**src/spft_pkg.sv**
```systemverilog
// Shared types and constants for the security policy first-match table.
// No dependencies.
`default_nettype none
package spft_pkg;
  localparam int DEPTH_DEFAULT = 64;
  localparam int ADDR_W = 32;
  localparam int WILD_W = 6;
  localparam int PORT_W = 16;
  localparam int PROTO_W = 8;
  localparam int ID_W = 8;
  localparam int POS_W = 7;
  localparam int STATUS_W = 2;
  localparam int ENTRY_W = 2 * (ADDR_W + WILD_W) + 4 * PORT_W + PROTO_W + ID_W;

  localparam logic [1:0] OP_LOOKUP = 2'd0;
  localparam logic [1:0] OP_INSERT = 2'd1;
  localparam logic [1:0] OP_REMOVE = 2'd2;

  localparam logic [STATUS_W-1:0] ST_DONE = 2'd0;
  localparam logic [STATUS_W-1:0] ST_MISS = 2'd1;
  localparam logic [STATUS_W-1:0] ST_REJECT = 2'd2;

  typedef enum logic [2:0] {
    S_IDLE, S_LOOK, S_INS, S_REM, S_OUT
  } state_t;

  typedef struct packed {
    logic [ADDR_W-1:0] src_addr;
    logic [WILD_W-1:0] src_wild;
    logic [ADDR_W-1:0] dst_addr;
    logic [WILD_W-1:0] dst_wild;
    logic [PORT_W-1:0] sp_lo;
    logic [PORT_W-1:0] sp_hi;
    logic [PORT_W-1:0] dp_lo;
    logic [PORT_W-1:0] dp_hi;
    logic [PROTO_W-1:0] proto;
    logic [ID_W-1:0] id;
  } entry_t;

  // controller -> datapath
  typedef struct packed {
    logic load;      // capture request
    logic rd;        // issue read at scan index
    logic wr_ins;    // write request entry at insert index
    logic shift;     // write previous read data one slot off
    logic step_dn;   // scan index decrement
    logic step_up;   // scan index increment
    logic cnt_inc;
    logic cnt_dec;
    logic set_hit;
    logic set_miss;
    logic set_rej;
    logic set_rem;
  } cmd_t;

  // datapath -> controller
  typedef struct packed {
    logic ins_ok;
    logic rem_ok;
    logic empty;
    logic rd_valid;  // registered read data is for a live index
    logic hit;
    logic scan_end;  // last index reached
    logic ins_done;
    logic rem_done;
    logic rem_first; // registered read data is the entry being removed
  } stat_t;

  function automatic logic addr_hit(input logic [ADDR_W-1:0] base,
                                    input logic [WILD_W-1:0] wild,
                                    input logic [ADDR_W-1:0] pkt);
    logic [ADDR_W-1:0] m;
    m = (wild >= WILD_W'(ADDR_W)) ? '0 : ~((ADDR_W'(1) << wild) - ADDR_W'(1));
    return (base & m) == (pkt & m);
  endfunction
endpackage
`default_nettype wire

```
**src/spft_ctrl.sv**
```systemverilog
// Controller state machine for the policy table.
// Depends on spft_pkg.
`default_nettype none
module spft_ctrl import spft_pkg::*; (
  input  wire logic  clk,
  input  wire logic  rst,
  input  wire logic  in_valid,
  output logic       in_stall,
  output logic       out_valid,
  input  wire logic  out_stall,
  input  wire logic [1:0] op,
  input  stat_t      st,
  output cmd_t       cmd
);
  state_t state, state_next;
  logic   primed, primed_next; // a read is in flight

  always_ff @(posedge clk) begin
    if (rst) begin
      state  <= S_IDLE;
      primed <= 1'b0;
    end else begin
      state  <= state_next;
      primed <= primed_next;
    end
  end

  // next state
  always_comb begin
    state_next  = state;
    primed_next = 1'b0;
    case (state)
      S_IDLE: if (in_valid) begin
        case (op)
          OP_LOOKUP: state_next = S_LOOK;
          OP_INSERT: state_next = S_INS;
          OP_REMOVE: state_next = S_REM;
          default:   state_next = S_OUT;
        endcase
      end
      S_LOOK: begin
        primed_next = 1'b1;
        if (st.empty) state_next = S_OUT;
        else if (primed && st.rd_valid && st.hit) state_next = S_OUT;
        else if (primed && st.scan_end) state_next = S_OUT;
      end
      S_INS: begin
        primed_next = 1'b1;
        if (!st.ins_ok || st.ins_done) state_next = S_OUT;
      end
      S_REM: begin
        primed_next = 1'b1;
        if (!st.rem_ok || (primed && st.rem_done)) state_next = S_OUT;
      end
      S_OUT: if (!out_stall) state_next = S_IDLE;
      default: state_next = S_IDLE;
    endcase
  end

  // outputs
  always_comb begin
    cmd       = '0;
    in_stall  = (state != S_IDLE);
    out_valid = (state == S_OUT);
    case (state)
      S_IDLE: begin
        cmd.load = in_valid;
        if (in_valid && op != OP_LOOKUP && op != OP_INSERT && op != OP_REMOVE)
          cmd.set_rej = 1'b1;
      end
      S_LOOK: begin
        if (st.empty) cmd.set_miss = 1'b1;
        else if (primed && st.rd_valid && st.hit) cmd.set_hit = 1'b1;
        else begin
          if (primed && st.scan_end) cmd.set_miss = 1'b1;
          else begin
            cmd.rd      = 1'b1;
            cmd.step_up = primed;
          end
        end
      end
      S_INS: begin
        if (!st.ins_ok) cmd.set_rej = 1'b1;
        else if (st.ins_done) begin
          cmd.wr_ins  = 1'b1;
          cmd.cnt_inc = 1'b1;
        end else begin
          cmd.rd      = 1'b1;
          cmd.shift   = primed;
          cmd.step_dn = primed;
        end
      end
      S_REM: begin
        if (!st.rem_ok) cmd.set_rej = 1'b1;
        else if (!primed) cmd.rd = 1'b1;  // fetch the entry being removed
        else begin
          // first read back is the removed entry, later ones move up a slot
          if (st.rem_first) cmd.set_rem = 1'b1;
          else cmd.shift = 1'b1;
          if (st.rem_done) cmd.cnt_dec = 1'b1;
          else begin
            cmd.rd      = 1'b1;
            cmd.step_up = 1'b1;
          end
        end
      end
      default: ;
    endcase
  end
endmodule
`default_nettype wire

```
**config.mk**
```make
export PLATFORM = sky130hd
export DESIGN_NAME = spft_ctrl
export DESIGN_NICKNAME = d
export VERILOG_FILES = /design/src/spft_pkg.sv /design/src/spft_ctrl.sv
export SDC_FILE = /design/constraint.sdc
export NUM_CORES = 1
export LEC_CHECK = 0
export ABC_AREA = 1
export BUFFER_PORTS_ARGS = -buffer_cell sky130_fd_sc_hd__clkbuf_2
export CAP_MARGIN = 40
export CORE_MARGIN = 4
export CORE_UTILIZATION = 31
export DETAILED_ROUTE_END_ITERATION = 7
export PLACE_DENSITY = 0.7
export SKIP_LAST_GASP = 1
export SLEW_MARGIN = 0
export SYNTH_ARGS = -nofsm -noshare
export SYNTH_HDL_FRONTEND = slang
export SYNTH_SLANG_ARGS = --single-unit
```
**constraint.sdc**
```tcl
create_clock -name clk -period 1.5 [get_ports clk]
set_input_delay 0.225 -clock clk [delete_from_list [all_inputs] [get_ports clk]]
set_output_delay 0.225 -clock clk [all_outputs]
set_load 0.005 [all_outputs]
```
# Word level (Yosys, flattened, before mapping)
# Cells that the tools add are included.
# totals
out_inout_bits	14
latchBits	0
in_bits	15
reg_bits	4
elab_cells	86
ramBits	0
romBits	0
n_memories	0
# classes
n_lt_le_gt_ge	0
n_reduce_logical	17
multipliers	0
muxes	54
div	0
n_addsub	0
bitwise_logic	0
eq_ne	13
shifts	0
# ops
cell	count
1-bit 2-to-1 mux	38
3-bit 2-to-1 mux	7
3-bit one-hot mux with 5 select lines	1
2-bit inequality test (second input constant)	5
3-bit one-hot mux with 3 select lines	1
1-bit logical AND	7
3-bit by 2-bit equality test with 1-bit output (second input constant)	2
1-bit one-hot mux with 3 select lines	2
5-bit AND reduction	1
2-bit 2-to-1 mux	2
4-bit 2-to-1 mux	1
4-bit inequality test (second input constant)	1
1-bit one-hot mux with 2 select lines	2
3-bit by 1-bit equality test with 1-bit output (second input constant)	1
3-bit equality test (second input constant)	1
3-bit logical NOT	1
3-bit nonzero test	1
3-bit OR reduction	1
2-bit by 1-bit equality test with 1-bit output (second input constant)	1
2-bit equality test (second input constant)	1
1-bit logical NOT	2
2-bit logical NOT	1
1-bit logical OR	2
2-bit by 1-bit inequality test with 1-bit output (second input constant)	1
2-bit nonzero test	1

# Longest topological paths before layout
# logic_depth
ltp_word	6
ltp_mapped	9
mapped_depth_nobuf	9

# Worst setup path before layout
# Ideal clock, no wire load.
# synth_path
path_kind	register to output
from	register state[0]
to	output port cmd[1] (netlist name)
t_arrival_ps	970
stages_incl_launch_ff	8
t_required_ps	1275
n_path_buf	0
slack_ps	305
path_cell_list	dfxtp_1 nor2_2 inv_2 nor2_2 inv_2 nor2_2 nand2_1 o221ai_1
# synth_rtl
item	line	text
from (decl)	spft_ctrl.sv:15	state_t state, state_next;
from (signal assigned)	spft_ctrl.sv:23	state <= state_next;
to (decl)	spft_ctrl.sv:13	output cmd_t cmd

==> results by group <==
Status
  – Status: completed

Synth
  – Synth Net Count: 111
  – Cells after synthesis: 92
  – Distinct cells, synth: 20
  – #FFs+latches synth: 4
  – Post-synthesis sequential area ratio: 0.156
  – Mapped Area: 514 um2
  – Syn avg cell area: around 5.6 um2
  – Yosys warning count: 0

Critical path
  – Buf/Inv on CP: 3
  – Depth of the worst register-to-register path: 9
  – CP top delay family: flip-flops
  – Slowest CP cell: dfxtp_4
  – Crit-path cells: nor2_4, inv_2, nor2_4, inv_2, nor2_4, nand2_2, o221ai_2, buf_2
  – Critical path capture point type: output pin
  – CP Class: flop to output pin
  – Worst EP arrival: 1.24 ns
  – Worst EP required: 1.27 ns
  – Startpoint Class: flop
  – WP depth: 8
  – CP Max Fanout: 6
  – Most frequent CP cell: nor2_4
  – Crit-path max cell delay: 0.36 ns

Timing
  – Final setup margin: 0.0375 ns
  – Rel. slew slack: 0.887
  – Post-route minimum period: 1.46 ns
  – Tcrit/Tclk final: 0.975
  – Endpoints failing hold: 0
  – Max-slew violation count: 0
  – Worst-margin pin slew: around 0.17 ns
  – Unrepaired setup endpoints after global routing: yes
  – Worst clock skew: 0.000446 ns
  – Achievable Freq: 684 MHz
  – Final Hold Slack: 0.166 ns
  – # setup viols final: 0

CTS
  – Number of CTS-inserted buffers: 3
  – Root Driver: clkbuf_4
  – Clk Latency, worst-skew pair: 0.23 ns
  – Post-CTS Hold Buffers: 0
  – CTS Buffer Depth: 2
  – Clk sink count: 4
  – CTS clk-pin slew, worst paths: 0.04 ns
  – CTS tree: done
  – H-tree lvl count: 1

Placed design
  – Place WS: 0.0371 ns
  – Post-Place Cells: 136
  – DP Area: roughly 670 um2
  – Final HPWL DP: ~1100 um
  – Final Wtd Congestion: around 0.73
  – IO buf count: 28

Route
  – Initial DRC Count: 11
  – Final wirelength: 1330 um
  – DR vias: 671
  – Vias/cell: around 4.7
  – Drt first pass iters: 4
  – Antenna Nets Post-Route: 0
  – DRC violations left: 0
  – WL/cell: 9.27 um

Floorplanning
  – Initial Util: 0.334
  – Die span in x: 48.7 um
  – IO Pins: 29
  – Core ar.: 0.00154 mm2
  – Die height: 48.7 um
  – Die footprint: around 0.0024 mm2
  – Row Count: 14

Power and ir drop
  – Total power: ~0.0013 W
  – Power per cell area: 1590 mW/mm2
  – Peak VDD IR: 0.000815 V
  – Leak: 0.469 nW

Global route
  – Vias in the first global route: 565
  – Gr usage total: 0.112
  – Overflow after GRT: 0
  – First-pass GRT wire length: roughly 2200 um
  – Largest net degree at the start of global routing: 8
  – Initial antenna violation count: 0

Finish
  – Layout Cells excl Fill: 143
  – Area grow syn2layout: 53.3%
  – Fill count: 164
  – FF/Latch Area: 92.6 um2
  – Final #Nets: ~150
  – Layout cells sized above 1: 0.465
  – Post-route design area: 788 um2
  – Diodes inserted: 0
  – Multi-input logic area: 385 um2

Min path
  – Hold Crit Depth: 2
  – Worst Hold Class: input pin to flop

Job
  – MaxCap Viol Count: 0
## power breakdown
part | total, W | leakage (nW) | internal [W] | switching (W)
sequential | 0.000272 | 0.0354 | 0.000180 | 0.0000921
combinational | 0.000850 | 0.420 | 0.000388 | 0.000462
clock | 0.000132 | 0.0138 | 0.0000894 | 0.0000428
total | 0.00125 | 0.469 | 0.000657 | 0.000597
## state kept, by name (all words and copies together), names as in the netlist
signal / flops
state: 3
primed: 1
## cell usage in the layout (no fill, tap or decap)
cell type	synthesis	final
buf_2	0	1
o21ai_0	2	1
inv_1	19	19
nor3_2	0	1
ha_1	4	4
a21oi_1	2	2
nand3_2	2	3
nor3_1	2	1
inv_4	0	1
o221ai_2	0	1
clkbuf_4	0	3
nand3_1	12	11
nor2_2	4	2
nand3b_1	1	1
nor2_1	15	13
clkinv_2	1	1
o22ai_1	1	1
o21ai_1	0	1
nand2_1	15	13
dfxtp_4	0	3
nand2_2	1	3
or2_2	1	1
inv_2	3	2
dfxtp_2	0	1
nand4_1	1	1
clkbuf_2	0	27
buf_4	1	5
nor2_4	0	4
## path summary, 6_finish.rpt
check | slack, ns | endpoint | start
max reg2reg | 0.35 | state[2] | state[0]
min | 0.17 | primed | rst
max | 0.04 | cmd[1] | state[0]
min reg2reg | 0.50 | primed | state[2]
## repair_timing
action,in CTS,in global routing
buffers inserted,2,2
endpoints found under the setup margin,4,7
pin swaps,2,4
gates resized for setup,8,13
## synthesized netlist by cell type
| cell | n | area [um2] |
|---|---|---|
| nand2_1 | 15 | 56.3 |
| o221ai_1 | 1 | 8.76 |
| inv_2 | 3 | 11.3 |
| inv_1 | 19 | 71.3 |
| nand4_1 | 1 | 6.26 |
| nor3_1 | 2 | 10.0 |
| nand3_2 | 2 | 20.0 |
| clkinv_2 | 1 | 5.00 |
| o21ai_0 | 2 | 10.0 |
| a21oi_1 | 2 | 10.0 |
| nand2_2 | 1 | 6.26 |
| dfxtp_1 | 4 | 80.1 |
| nor2_2 | 4 | 25.0 |
| ha_1 | 4 | 50.1 |
| nand3b_1 | 1 | 7.51 |
| o22ai_1 | 1 | 6.26 |
| nor2_1 | 15 | 56.3 |
| or2_2 | 1 | 6.26 |
| buf_4 | 1 | 7.51 |
| nand3_1 | 12 | 60.1 |
## cell families (layout without fill, tap and decap cells)
family / Yosys count / after routing / synth area share
compound gates: 6 / 6 / 0.0681
fa+ha+maj: 4 / 4 / 0.0973
buf+inv: 24 / 59 / 0.185
flops: 4 / 4 / 0.156
simple gates: 54 / 54 / 0.494
## layout make-up
cell class / count / share of cell area
clock buffer: 3 / 0.0286
timing repair buffer: 33 / 0.225
multi-input combinational: 64 / 0.489
tap: 16 / 0.0254
sequential: 4 / 0.117
inverter: 23 / 0.114
## metal layers
metal / global-route usage / part of all wire / vias to the layer above
met4: 0.0538 / 0.015 / 0
met3: 0.0307 / 0.067 / 2
li1: - / - / 357
met5: 0 / 0 / -
met1: 0.133 / 0.45 / 287
met2: 0.183 / 0.47 / 25
## metrics by stage
step	utilization	setup TNS, ns
after detailed placement	0.438	0
after global routing	0.511	-0.158
after global placement	0.438	0
after CTS	0.475	-0.00962
final	0.511	0
after floorplan	-	0
No activity file was read; power rests on OpenSTA's default activity.
